`config.mk`:
```
export PLATFORM = sky130hd
export DESIGN_NAME = hmm_forward_filter_step
export DESIGN_NICKNAME = d
export VERILOG_FILES = /design/src/design/hmmf_pkg.sv /design/src/design/hmmf_div.sv /design/src/design/hmm_forward_filter_step.sv
export SDC_FILE = /design/constraint.sdc
export NUM_CORES = 2
export LEC_CHECK = 0
export BUFFER_PORTS_ARGS = -buffer_cell sky130_fd_sc_hd__buf_4
export CAP_MARGIN = 20
export CELL_PAD_IN_SITES_DETAIL_PLACEMENT = 1
export CELL_PAD_IN_SITES_GLOBAL_PLACEMENT = 1
export CORE_ASPECT_RATIO = 1.5
export CORE_MARGIN = 5
export CORE_UTILIZATION = 40
export CTS_CLUSTER_SIZE = 25
export DETAILED_ROUTE_END_ITERATION = 8
export PLACE_DENSITY = 0.68
export SYNTH_ARGS = -nofsm -noshare
export SYNTH_HDL_FRONTEND = slang
export SYNTH_HIERARCHICAL = 1
export SYNTH_SLANG_ARGS = --single-unit
export TNS_END_PERCENT = 5
```
`constraint.sdc`:
```
create_clock -name clk -period 10.6 [get_ports clk]
set_clock_uncertainty 0.05 [all_clocks]
set_input_delay 2.12 -clock clk [delete_from_list [all_inputs] [get_ports clk]]
set_output_delay 2.12 -clock clk [all_outputs]
set_load 0.03 [all_outputs]
```
`src/design/hmmf_pkg.sv`:
```
// ----------------------------------------------------------------------------
// hmmf_pkg: shared types and constants of the HMM forward filter step
// Control word layout, microprogram, register indexes and reset constants.
// ----------------------------------------------------------------------------
`default_nettype none

package hmmf_pkg;

    // Configuration register indexes
    localparam int CFG_IDX_W = 2;
    localparam logic [CFG_IDX_W-1:0] CFG_TRANS       = 2'd0;
    localparam logic [CFG_IDX_W-1:0] CFG_EMIT_TRUST  = 2'd1;
    localparam logic [CFG_IDX_W-1:0] CFG_EMIT_UNTRUST = 2'd2;

    // Reset values
    localparam logic [63:0] TRANS_RESET   = 64'h199A_6666_199A_6666;
    localparam logic [15:0] BELIEF_T_INIT = 16'd26214;
    localparam logic [15:0] BELIEF_U_INIT = 16'd6554;

    // Divider: one quotient bit per cycle
    localparam int DIV_STEPS = 16;
    localparam int DIV_CNT_W = 4;

    // Datapath widths
    localparam int MUL_A_W = 18;                 // widest multiplicand (pt)
    localparam int PROD_W  = MUL_A_W + 16;
    localparam int ACC_W   = PROD_W - 15;        // product after >> 15
    localparam int SUM_W   = ACC_W + 1;

    // Microprogram counter
    localparam int PC_W = 5;
    localparam logic [PC_W-1:0] PC_IDLE   = 5'd0;
    localparam logic [PC_W-1:0] PC_DIRECT = 5'd6;
    localparam logic [PC_W-1:0] PC_WEIGHT = 5'd7;
    localparam logic [PC_W-1:0] PC_KEEP   = 5'd16;

    typedef enum logic [3:0] {
        OP_IDLE,
        OP_STEP,
        OP_GOTO,
        OP_LOAD_DIRECT,
        OP_ZCHK,
        OP_DIV_START,
        OP_DIV_WAIT,
        OP_COMMIT,
        OP_KEEP
    } op_t;

    typedef enum logic [1:0] {
        MA_BT,
        MA_BU,
        MA_PT,
        MA_PU
    } mul_a_t;

    typedef enum logic [2:0] {
        MB_TT,
        MB_TU,
        MB_UT,
        MB_UU,
        MB_ET,
        MB_EU
    } mul_b_t;

    typedef enum logic [2:0] {
        WB_NONE,
        WB_PT_LD,
        WB_PT_ADD,
        WB_PU_LD,
        WB_PU_ADD,
        WB_AT,
        WB_AU
    } wb_t;

    typedef enum logic {
        DS_TRUSTED,
        DS_UNTRUSTED
    } div_sel_t;

    typedef struct packed {
        op_t             op;
        mul_a_t          ma;
        mul_b_t          mb;
        wb_t             wb;
        div_sel_t        dsel;
        logic [PC_W-1:0] target;
    } uword_t;

    typedef struct packed {
        logic busy;
        logic done;
    } div_stat_t;

    // Microprogram ROM. The multiplier result is registered, so each
    // write-back field refers to the product issued by the previous step.
    function automatic uword_t ucode(input logic [PC_W-1:0] pc);
        uword_t w;
        w = '{op: OP_IDLE, ma: MA_BT, mb: MB_TT, wb: WB_NONE,
              dsel: DS_TRUSTED, target: PC_IDLE};
        unique case (pc)
            5'd0:  begin w.op = OP_IDLE; w.target = PC_DIRECT; end
            // propagate through the transition matrix
            5'd1:  begin w.op = OP_STEP; w.ma = MA_BT; w.mb = MB_TT; end
            5'd2:  begin w.op = OP_STEP; w.ma = MA_BU; w.mb = MB_UT; w.wb = WB_PT_LD; end
            5'd3:  begin w.op = OP_STEP; w.ma = MA_BT; w.mb = MB_TU; w.wb = WB_PT_ADD; end
            5'd4:  begin w.op = OP_STEP; w.ma = MA_BU; w.mb = MB_UU; w.wb = WB_PU_LD; end
            5'd5:  begin w.op = OP_GOTO; w.wb = WB_PU_ADD; w.target = PC_WEIGHT; end
            // first item: belief used as is
            5'd6:  w.op = OP_LOAD_DIRECT;
            // emission weighting
            5'd7:  begin w.op = OP_STEP; w.ma = MA_PT; w.mb = MB_ET; end
            5'd8:  begin w.op = OP_STEP; w.ma = MA_PU; w.mb = MB_EU; w.wb = WB_AT; end
            5'd9:  begin w.op = OP_STEP; w.wb = WB_AU; end
            5'd10: begin w.op = OP_ZCHK; w.target = PC_KEEP; end
            // normalization
            5'd11: begin w.op = OP_DIV_START; w.dsel = DS_TRUSTED; end
            5'd12: begin w.op = OP_DIV_WAIT;  w.dsel = DS_TRUSTED; end
            5'd13: begin w.op = OP_DIV_START; w.dsel = DS_UNTRUSTED; end
            5'd14: begin w.op = OP_DIV_WAIT;  w.dsel = DS_UNTRUSTED; end
            5'd15: w.op = OP_COMMIT;
            5'd16: w.op = OP_KEEP;
            default: w.op = OP_IDLE;
        endcase
        return w;
    endfunction

endpackage

`default_nettype wire

```
`src/design/hmmf_div.sv`:
```
// ----------------------------------------------------------------------------
// hmmf_div: radix-2 restoring divider for belief normalization
// Computes floor((num << 15) / den) for num <= den, one quotient bit a cycle.
// ----------------------------------------------------------------------------
`default_nettype none

module hmmf_div
    import hmmf_pkg::*;
(
    input  wire logic               clk,
    input  wire logic               rst_n,
    input  wire logic               start,
    input  wire logic [ACC_W-1:0]   num,
    input  wire logic [SUM_W-1:0]   den,
    output div_stat_t               stat,
    output logic [15:0]             quot
);

    logic                 busy_reg, busy_next;
    logic                 done_reg, done_next;
    logic [DIV_CNT_W-1:0] cnt_reg, cnt_next;
    logic [SUM_W-1:0]     rem_reg, rem_next;
    logic [15:0]          dvd_reg, dvd_next;
    logic [15:0]          quot_reg, quot_next;

    logic [SUM_W:0]       rem_sh;
    logic [SUM_W:0]       diff;
    logic                 ge;

    // trial subtract
    assign rem_sh = {rem_reg, dvd_reg[15]};
    assign diff   = rem_sh - {1'b0, den};
    assign ge     = (rem_sh >= {1'b0, den});

    always_comb
    begin
        busy_next = busy_reg;
        done_next = 1'b0;
        cnt_next  = cnt_reg;
        rem_next  = rem_reg;
        dvd_next  = dvd_reg;
        quot_next = quot_reg;
        if (start)
        begin
            // num <= den, so num >> 1 < den: quotient fits 16 bits
            busy_next = 1'b1;
            cnt_next  = '0;
            rem_next  = {2'b00, num[ACC_W-1:1]};
            dvd_next  = {num[0], 15'd0};
            quot_next = '0;
        end
        else if (busy_reg)
        begin
            rem_next  = ge ? diff[SUM_W-1:0] : rem_sh[SUM_W-1:0];
            dvd_next  = {dvd_reg[14:0], 1'b0};
            quot_next = {quot_reg[14:0], ge};
            cnt_next  = cnt_reg + 1'b1;
            if (cnt_reg == DIV_CNT_W'(DIV_STEPS - 1))
            begin
                busy_next = 1'b0;
                done_next = 1'b1;
            end
        end
    end

    // control
    always_ff @(posedge clk or negedge rst_n)
    begin
        if (!rst_n)
        begin
            busy_reg <= 1'b0;
            done_reg <= 1'b0;
            cnt_reg  <= '0;
        end
        else
        begin
            busy_reg <= busy_next;
            done_reg <= done_next;
            cnt_reg  <= cnt_next;
        end
    end

    // datapath
    always_ff @(posedge clk)
    begin
        rem_reg  <= rem_next;
        dvd_reg  <= dvd_next;
        quot_reg <= quot_next;
    end

    assign stat.busy = busy_reg;
    assign stat.done = done_reg;
    assign quot      = quot_reg;

endmodule

`default_nettype wire

```
`src/design/hmm_forward_filter_step.sv`:
```
// ----------------------------------------------------------------------------
// hmm_forward_filter_step: normalized two-state HMM forward step, Q1.15
// Microcoded sequencer over one shared multiplier and a radix-2 divider.
//
//   channel  | signals                                  | direction
//   ---------+------------------------------------------+----------
//   in       | in_valid, in_ready, observation,         | input item
//            | first_item                               |
//   out      | out_valid, out_ready, new_trusted,       | result item
//            | new_untrusted, zero_sum                  |
//   cfg      | cfg_valid, cfg_ready, cfg_index, cfg_data| register write
//
// An item with first_item set skips the propagation steps, and a zero sum
// skips normalization; otherwise two passes through the shared divider (start
// step, one step per quotient bit, done) dominate an item's run time.
// One item is in flight at a time; the next is taken once the result sits
// in the output register. A stalled output holds the sequencer at its final
// step. Reset loads the default transition matrix and belief; cfg is
// always ready.
// ----------------------------------------------------------------------------
`default_nettype none

module hmm_forward_filter_step
    import hmmf_pkg::*;
#(
    parameter int NUM_OBS = 4
)
(
    input  wire logic                 clk,
    input  wire logic                 rst_n,
    input  wire logic                 in_valid,
    output logic                      in_ready,
    input  wire logic [1:0]           observation,
    input  wire logic                 first_item,
    output logic                      out_valid,
    input  wire logic                 out_ready,
    output logic [15:0]               new_trusted,
    output logic [15:0]               new_untrusted,
    output logic                      zero_sum,
    input  wire logic                 cfg_valid,
    output logic                      cfg_ready,
    input  wire logic [CFG_IDX_W-1:0] cfg_index,
    input  wire logic [63:0]          cfg_data
);

    localparam logic [2:0] ObsLimit = 3'(NUM_OBS);

    // control
    logic [PC_W-1:0]    pc_reg, pc_next;
    logic               out_valid_reg, out_valid_next;
    logic [15:0]        belief_t_reg, belief_t_next;
    logic [15:0]        belief_u_reg, belief_u_next;
    logic [63:0]        trans_reg, trans_next;
    logic [63:0]        emit_t_reg, emit_t_next;
    logic [63:0]        emit_u_reg, emit_u_next;

    // datapath
    logic [15:0]        et_reg, et_next;
    logic [15:0]        eu_reg, eu_next;
    logic [MUL_A_W-1:0] pt_reg, pt_next;
    logic [MUL_A_W-1:0] pu_reg, pu_next;
    logic [ACC_W-1:0]   at_reg, at_next;
    logic [ACC_W-1:0]   au_reg, au_next;
    logic [SUM_W-1:0]   sum_reg, sum_next;
    logic [15:0]        qt_reg, qt_next;
    logic [15:0]        qu_reg, qu_next;
    logic [PROD_W-1:0]  prod_reg, prod_next;
    logic [15:0]        out_t_reg, out_t_next;
    logic [15:0]        out_u_reg, out_u_next;
    logic               out_z_reg, out_z_next;

    uword_t             uw;
    logic               in_accept;
    logic               out_free;
    logic               obs_ok;
    logic [MUL_A_W-1:0] mul_a;
    logic [15:0]        mul_b;
    logic [ACC_W-1:0]   wb_val;
    logic [SUM_W-1:0]   sum_w;
    logic               div_start;
    logic [ACC_W-1:0]   div_num;
    div_stat_t          div_stat;
    logic [15:0]        div_quot;

    assign uw        = ucode(pc_reg);
    assign in_ready  = (uw.op == OP_IDLE);
    assign in_accept = in_valid && in_ready;
    assign out_free  = !out_valid_reg || out_ready;
    assign cfg_ready = 1'b1;
    assign obs_ok    = ({1'b0, observation} < ObsLimit);

    // multiplier operand select
    always_comb
    begin
        unique case (uw.ma)
            MA_BT:   mul_a = {2'b00, belief_t_reg};
            MA_BU:   mul_a = {2'b00, belief_u_reg};
            MA_PT:   mul_a = pt_reg;
            MA_PU:   mul_a = pu_reg;
            default: mul_a = '0;
        endcase
        unique case (uw.mb)
            MB_TT:   mul_b = trans_reg[15:0];
            MB_TU:   mul_b = trans_reg[31:16];
            MB_UT:   mul_b = trans_reg[47:32];
            MB_UU:   mul_b = trans_reg[63:48];
            MB_ET:   mul_b = et_reg;
            MB_EU:   mul_b = eu_reg;
            default: mul_b = '0;
        endcase
    end

    assign prod_next = PROD_W'(mul_a) * PROD_W'(mul_b);
    assign wb_val    = prod_reg[PROD_W-1:15];
    assign sum_w     = {1'b0, at_reg} + {1'b0, au_reg};
    assign div_start = (uw.op == OP_DIV_START);
    assign div_num   = (uw.dsel == DS_TRUSTED) ? at_reg : au_reg;

    hmmf_div u_div
    (
        .clk   (clk),
        .rst_n (rst_n),
        .start (div_start),
        .num   (div_num),
        .den   (sum_reg),
        .stat  (div_stat),
        .quot  (div_quot)
    );

    // sequencer and datapath next state
    always_comb
    begin
        pc_next        = pc_reg;
        out_valid_next = out_valid_reg && !out_ready;
        belief_t_next  = belief_t_reg;
        belief_u_next  = belief_u_reg;
        trans_next     = trans_reg;
        emit_t_next    = emit_t_reg;
        emit_u_next    = emit_u_reg;
        et_next        = et_reg;
        eu_next        = eu_reg;
        pt_next        = pt_reg;
        pu_next        = pu_reg;
        at_next        = at_reg;
        au_next        = au_reg;
        sum_next       = sum_reg;
        qt_next        = qt_reg;
        qu_next        = qu_reg;
        out_t_next     = out_t_reg;
        out_u_next     = out_u_reg;
        out_z_next     = out_z_reg;

        // configuration writes
        if (cfg_valid)
        begin
            unique case (cfg_index)
                CFG_TRANS:        trans_next  = cfg_data;
                CFG_EMIT_TRUST:   emit_t_next = cfg_data;
                CFG_EMIT_UNTRUST: emit_u_next = cfg_data;
                default:          ;
            endcase
        end

        // product write-back
        case (uw.wb)
            WB_PT_LD:  pt_next = wb_val[MUL_A_W-1:0];
            WB_PT_ADD: pt_next = pt_reg + wb_val[MUL_A_W-1:0];
            WB_PU_LD:  pu_next = wb_val[MUL_A_W-1:0];
            WB_PU_ADD: pu_next = pu_reg + wb_val[MUL_A_W-1:0];
            WB_AT:     at_next = wb_val;
            WB_AU:     au_next = wb_val;
            default:   ;
        endcase

        unique case (uw.op)
            OP_IDLE:
            begin
                if (in_accept)
                begin
                    // unused observation lanes read zero emission
                    et_next = obs_ok ? emit_t_reg[{observation, 4'b0000} +: 16] : 16'd0;
                    eu_next = obs_ok ? emit_u_reg[{observation, 4'b0000} +: 16] : 16'd0;
                    pc_next = first_item ? uw.target : pc_reg + 1'b1;
                end
            end
            OP_STEP, OP_DIV_START:
                pc_next = pc_reg + 1'b1;
            OP_GOTO:
                pc_next = uw.target;
            OP_LOAD_DIRECT:
            begin
                pt_next = {2'b00, belief_t_reg};
                pu_next = {2'b00, belief_u_reg};
                pc_next = pc_reg + 1'b1;
            end
            OP_ZCHK:
            begin
                sum_next = sum_w;
                pc_next  = (sum_w == '0) ? uw.target : pc_reg + 1'b1;
            end
            OP_DIV_WAIT:
            begin
                if (div_stat.done)
                begin
                    if (uw.dsel == DS_TRUSTED)
                        qt_next = div_quot;
                    else
                        qu_next = div_quot;
                    pc_next = pc_reg + 1'b1;
                end
            end
            OP_COMMIT:
            begin
                if (out_free)
                begin
                    belief_t_next  = qt_reg;
                    belief_u_next  = qu_reg;
                    out_t_next     = qt_reg;
                    out_u_next     = qu_reg;
                    out_z_next     = 1'b0;
                    out_valid_next = 1'b1;
                    pc_next        = PC_IDLE;
                end
            end
            OP_KEEP:
            begin
                // zero sum: belief kept and reported
                if (out_free)
                begin
                    out_t_next     = belief_t_reg;
                    out_u_next     = belief_u_reg;
                    out_z_next     = 1'b1;
                    out_valid_next = 1'b1;
                    pc_next        = PC_IDLE;
                end
            end
            default:
                pc_next = PC_IDLE;
        endcase
    end

    // control and architectural state
    always_ff @(posedge clk or negedge rst_n)
    begin
        if (!rst_n)
        begin
            pc_reg        <= PC_IDLE;
            out_valid_reg <= 1'b0;
            belief_t_reg  <= BELIEF_T_INIT;
            belief_u_reg  <= BELIEF_U_INIT;
            trans_reg     <= TRANS_RESET;
            emit_t_reg    <= '0;
            emit_u_reg    <= '0;
        end
        else
        begin
            pc_reg        <= pc_next;
            out_valid_reg <= out_valid_next;
            belief_t_reg  <= belief_t_next;
            belief_u_reg  <= belief_u_next;
            trans_reg     <= trans_next;
            emit_t_reg    <= emit_t_next;
            emit_u_reg    <= emit_u_next;
        end
    end

    // payload
    always_ff @(posedge clk)
    begin
        et_reg    <= et_next;
        eu_reg    <= eu_next;
        pt_reg    <= pt_next;
        pu_reg    <= pu_next;
        at_reg    <= at_next;
        au_reg    <= au_next;
        sum_reg   <= sum_next;
        qt_reg    <= qt_next;
        qu_reg    <= qu_next;
        prod_reg  <= prod_next;
        out_t_reg <= out_t_next;
        out_u_reg <= out_u_next;
        out_z_reg <= out_z_next;
    end

    assign out_valid     = out_valid_reg;
    assign new_trusted   = out_t_reg;
    assign new_untrusted = out_u_reg;
    assign zero_sum      = out_z_reg;

`ifndef NO_ASSERTIONS
    // divider finishes only while the sequencer waits for it
    a_div_done_wait: assert property (@(posedge clk) disable iff (!rst_n)
        div_stat.done |-> (uw.op == OP_DIV_WAIT))
        else $error("divider done outside wait step");

    // no new item while the divider is running
    a_ready_div_idle: assert property (@(posedge clk) disable iff (!rst_n)
        in_ready |-> !div_stat.busy)
        else $error("input ready while divider busy");

    // a zero-sum result reports the belief that was kept
    a_zero_keeps: assert property (@(posedge clk) disable iff (!rst_n)
        (out_valid_reg && out_z_reg) |->
            (out_t_reg == belief_t_reg && out_u_reg == belief_u_reg))
        else $error("zero-sum result differs from kept belief");

    // normalized beliefs never sum past one
    a_norm_bound: assert property (@(posedge clk) disable iff (!rst_n)
        (out_valid_reg && !out_z_reg) |->
            ({1'b0, out_t_reg} + {1'b0, out_u_reg} <= 17'd32768))
        else $error("normalized belief exceeds one");
`endif

endmodule

`default_nettype wire

```
# Word level (Yosys, flattened, before mapping)
# Index checks and enable logic that the tools add are counted.
# totals
reg_bits	498
inputBits	74
output_inout_bits	36
wordCells	160
# op_classes
n_addsub	6
multipliers	1
magnitude_cmp	1
eq_ne	46
shifts	2
mux	42
bitwise	1
reduce_logical	32
# ops
operator	count
16-bit two-way mux	8
64-bit by 7-bit indexed part select with 16-bit output	2
16-bit case mux with 6 select lines	1
18-bit case mux with 2 select lines	2
18-bit case mux with 4 select lines	1
16-bit case mux with 2 select lines	2
5-bit by 4-bit == test with 1-bit output (second input constant)	8
18-bit adder	2
18-bit two-way mux	2
18-bit by 16-bit multiplier with 34-bit output	1
4-bit case mux with 8 select lines	1
5-bit case mux with 6 select lines	1
5-bit two-way mux	5
5-bit case mux with 5 select lines	1
21-bit by 20-bit greater-or-equal comparator with 1-bit output	1
19-bit by 19-bit adder with 20-bit output	1
5-bit by 3-bit == test with 1-bit output (second input constant)	4
20-bit logical NOT	1
20-bit two-way mux	1
20-bit subtractor	1
19-bit two-way mux	1
3-bit case mux with 6 select lines	1
4-bit by 3-bit == test with 1-bit output (second input constant)	4
3-bit == test (second input constant)	5
33 further kinds	74

# Longest topological paths before layout
# depth
depth_word	7
ltp_mapped	35
mapped_depth_nobuf	31

# Hierarchy
# The synthesis kept the hierarchy.
# modules_own_cells
mod	instances	cells_per_inst	area_per_inst_um2	seq_area_each_um2
hmm_forward_filter_step	1	2693	29926.2	11887.7
hmmf_div	1	352	3141.8	1081.0

# Worst setup path after synthesis
# Ideal clock, no wire load.
# synth_timing
path_kind	register -> register
from	register pc_reg[0]
to	register prod_reg[33]
setup_time_ns	0.073
arrival_ns	7.961
required_ns	10.477
slack_ns	2.516
path_stages_with_launch	32
path_buffers	4
period_less_slack_ns	8.084
cell_sequence	dfrtp_1 > inv_1 > ha_1 > nor2_1 > and3_1 > clkbuf_1 > clkbuf_1 > a22oi_1 > nand2_1 > a221oi_1 > clkbuf_1 > nor2_1 > fa_1 > inv_1 > fa_1 > fa_1 > inv_1 > fa_1 > fa_1 > inv_1 > fa_1 > inv_1 > ha_1 > a211o_1 > a221oi_1 > nor4b_1 > a211oi_2 > or3_1 > buf_2 > a21bo_4 > nor3b_2 > nor3_2
# synth_between
elab_chain_len	5
word_cells_on_any_way	19
classes_between	mul: 1; eq/ne: 13; mux: 3; reduce/logical: 2
# synth_rtl
item	line_no	text
from (decl)	hmm_forward_filter_step.sv:49	logic [PC_W-1:0] pc_reg, pc_next;
from (signal assigned)	hmm_forward_filter_step.sv:257	pc_reg <= pc_next;
5-bit by 4-bit == test with 1-bit output, or another cell as far along	hmmf_pkg.sv:100	unique case (pc)
5-bit case mux with 5 select lines *	hmmf_pkg.sv:100	
3-bit == test, or another cell as far along	hmm_forward_filter_step.sv:102	unique case (uw.mb)
16-bit case mux with 6 select lines / 18-bit case mux with 4 select lines (equally long branches)	hmm_forward_filter_step.sv:102, hmm_forward_filter_step.sv:95	
18-bit by 16-bit multiplier with 34-bit output *	hmm_forward_filter_step.sv:113	assign prod_next = PROD_W'(mul_a) * PROD_W'(mul_b);
named net prod_next[33]	hmm_forward_filter_step.sv:67	logic [PROD_W-1:0] prod_reg, prod_next;
to (signal assigned)	hmm_forward_filter_step.sv:279	prod_reg <= prod_next;
to (decl)	hmm_forward_filter_step.sv:67	
# Mark *: on every way through the listed nets, which the timed path passes. The rest lies on a longest branch.
# A chain may end at the register's enable or synchronous reset.

# Final worst setup path
# layout_timing
from	register pc_reg[0]
to	register prod_reg[27]
# The elaborated chain is that of the path after synthesis.

==> metrics.yaml <==
p_leak_nw: 16.12
wl_per_cell_um: 24.28
cts_max_level: 2
numPortBuffers: 108
finish.instance_area_um2: 36960
r2r-end: "prod_reg[27]"
synth_cells: 3044
fmax_ghz: 0.1065
whs_ps: 439.3
syn_area_per_cell_um2: 10.86
netlist_area_um2: 33060
place_congestion: 0.9496
placedCellCount: 4118
finalNetCount: 3605
dp_slack_ps: 1233
power_density_nw_per_um2: 287.4
rsz0062_at_grt: "false"
path_buf_inv: 6
path_class: "flop to flop"
endpoint_kind: "flop"
maxCapViolCount: 0
antenna_found_initial: 0
worst_setup_path_start_kind: "flop"
ant_nets: 0
synth_nets: 3525
setup_slack_ps: 1207
crit_cells: 29
die_w_um: 244.7
grt_usage_pct: 23.02
viasPerCell: 5.659
place_area_um2: 35120
first_pass_iters: 5
reg2reg_depth: 29
grt_pass1_wl_um: 159500
worst-path-max-fanout: 15
fp.dieH_um: 362.1
grt_max_degree: 101
cts_tree: "done"
fp.coreArea_um2: 82320
crit_slowest_cell: "a221oi_1"
yosysWarnings: 6
hold_class: "flop to flop"
num_antenna_cells: 0
relSlewSlack_pct: 6.681
fin_crit_sh_pct: 88.61
dieArea_um2: 88620
start_util_pct: 40.16
cp.arrival_ps: 9890
min_period_ps: 9393
setup_viol: 0
path_delay_family: "adder cells"
cts-hold-fix-buffers: 0
clk_latency_ps: 630
ctsRootBufferMaster: "clkbuf_16"
startpoint: "pc_reg[0]"
ios: 110
cts_resized: 0
cts_buffer_depth: 3
grt_pass1_vias: 26860
hold_viol: 0
remaining_drc_errors: 0
reg2reg_from: "pc_reg[0]"
endpoint: "prod_reg[27]"
tns_ps: 0
maxSlewViolCount: 0
ir_worst_vdd_uv: 151.5
worst_pin_slew_ps: 1400
vias: 23850
grt_overflow_total: 0
wl_um: 102400
cts_inserted_buffers: 51
row_count: 129
slowest_delay_ps: 1080
dp_hpwl_um: 80060
syn2layout_area_growth_pct: 11.81
clk_pin_slew_ps: 60
drt_iter0_drc: 1195
cp_data_required_time_ps: 11100
cts_sinks: 483
final_cells: 4215
status: "completed"
r2r_slack_ps: 1210
post_cts_buffers: 0
drive_gt1_share_pct: 19.29
[layer usage]
layer  vias up  track usage, %  routed length [um]
met5         -               0                   0
met4         0           10.95                5995
met3       248           2.609                3449
met2       570           43.29               54600
met1     12350           25.81               38310
li1      10690               -                   -
[stage by stage]
stage	utilization (%)	total power, W
after global placement	42.63	0.008455
after global routing	44.91	0.01140
after CTS	44.87	0.01069
final	44.91	0.01062
after detailed placement	42.66	0.008682
after floorplan	-	0.006671
[layout by cell type (no fill, tap or decap), types with 13 or more instances in the layout]
| cell type | instances |
|---|---|
| nand2_1 | 378 |
| inv_1 | 319 |
| mux2_2 | 243 |
| nor2_1 | 234 |
| fa_1 | 225 |
| edfxtp_1 | 206 |
| dfrtp_1 | 191 |
| ha_1 | 182 |
| buf_4 | 164 |
| a21oi_1 | 104 |
| o21ai_0 | 80 |
| clkbuf_16 | 53 |
| dfstp_2 | 45 |
| dfxtp_1 | 41 |
| xor2_1 | 37 |
| a221o_1 | 35 |
| a21o_1 | 34 |
| xnor2_1 | 34 |
| a22oi_1 | 33 |
| nand2b_1 | 33 |
| nor3_1 | 32 |
| mux4_2 | 32 |
| nor2b_1 | 26 |
| a221oi_1 | 25 |
| a31oi_1 | 25 |
| mux2i_1 | 24 |
| nand3_1 | 20 |
| and2_1 | 17 |
| a22o_1 | 17 |
| clkbuf_1 | 15 |
| nand3b_1 | 13 |
[how the worst min path moves through the flow]
stage,startpoint,end,slack [ps],cells after the start
global placement,u_div/quot[15],qt_reg[15],410,0
CTS,u_div/quot[15],qt_reg[15],440,0
floorplan,prod_reg[33],at_reg[18],350,0
detailed placement,u_div/quot[15],qu_reg[15],420,0
finish,u_div/quot[15],qu_reg[15],440,0
global route,u_div/quot[15],qu_reg[15],440,0
[power by group]
part	switching, W	internal, W	total, W
sequential	0.000437	0.00258	0.00302
combinational	0.00357	0.00210	0.00567
clock	0.000791	0.00114	0.00193
total	0.00480	0.00582	0.0106
[final cells by class]
type | count | area [um^2]
clock buffers | 74 | 1465
clock inverters | 22 | 351.6
fillers | 8872 | 45350
inverters | 321 | 1205
multi-input cells | 2100 | 18370
flip-flops and latches | 483 | 12970
well taps | 1048 | 1311
repair buffers | 167 | 1289
(Power assumes the default switching activity.)
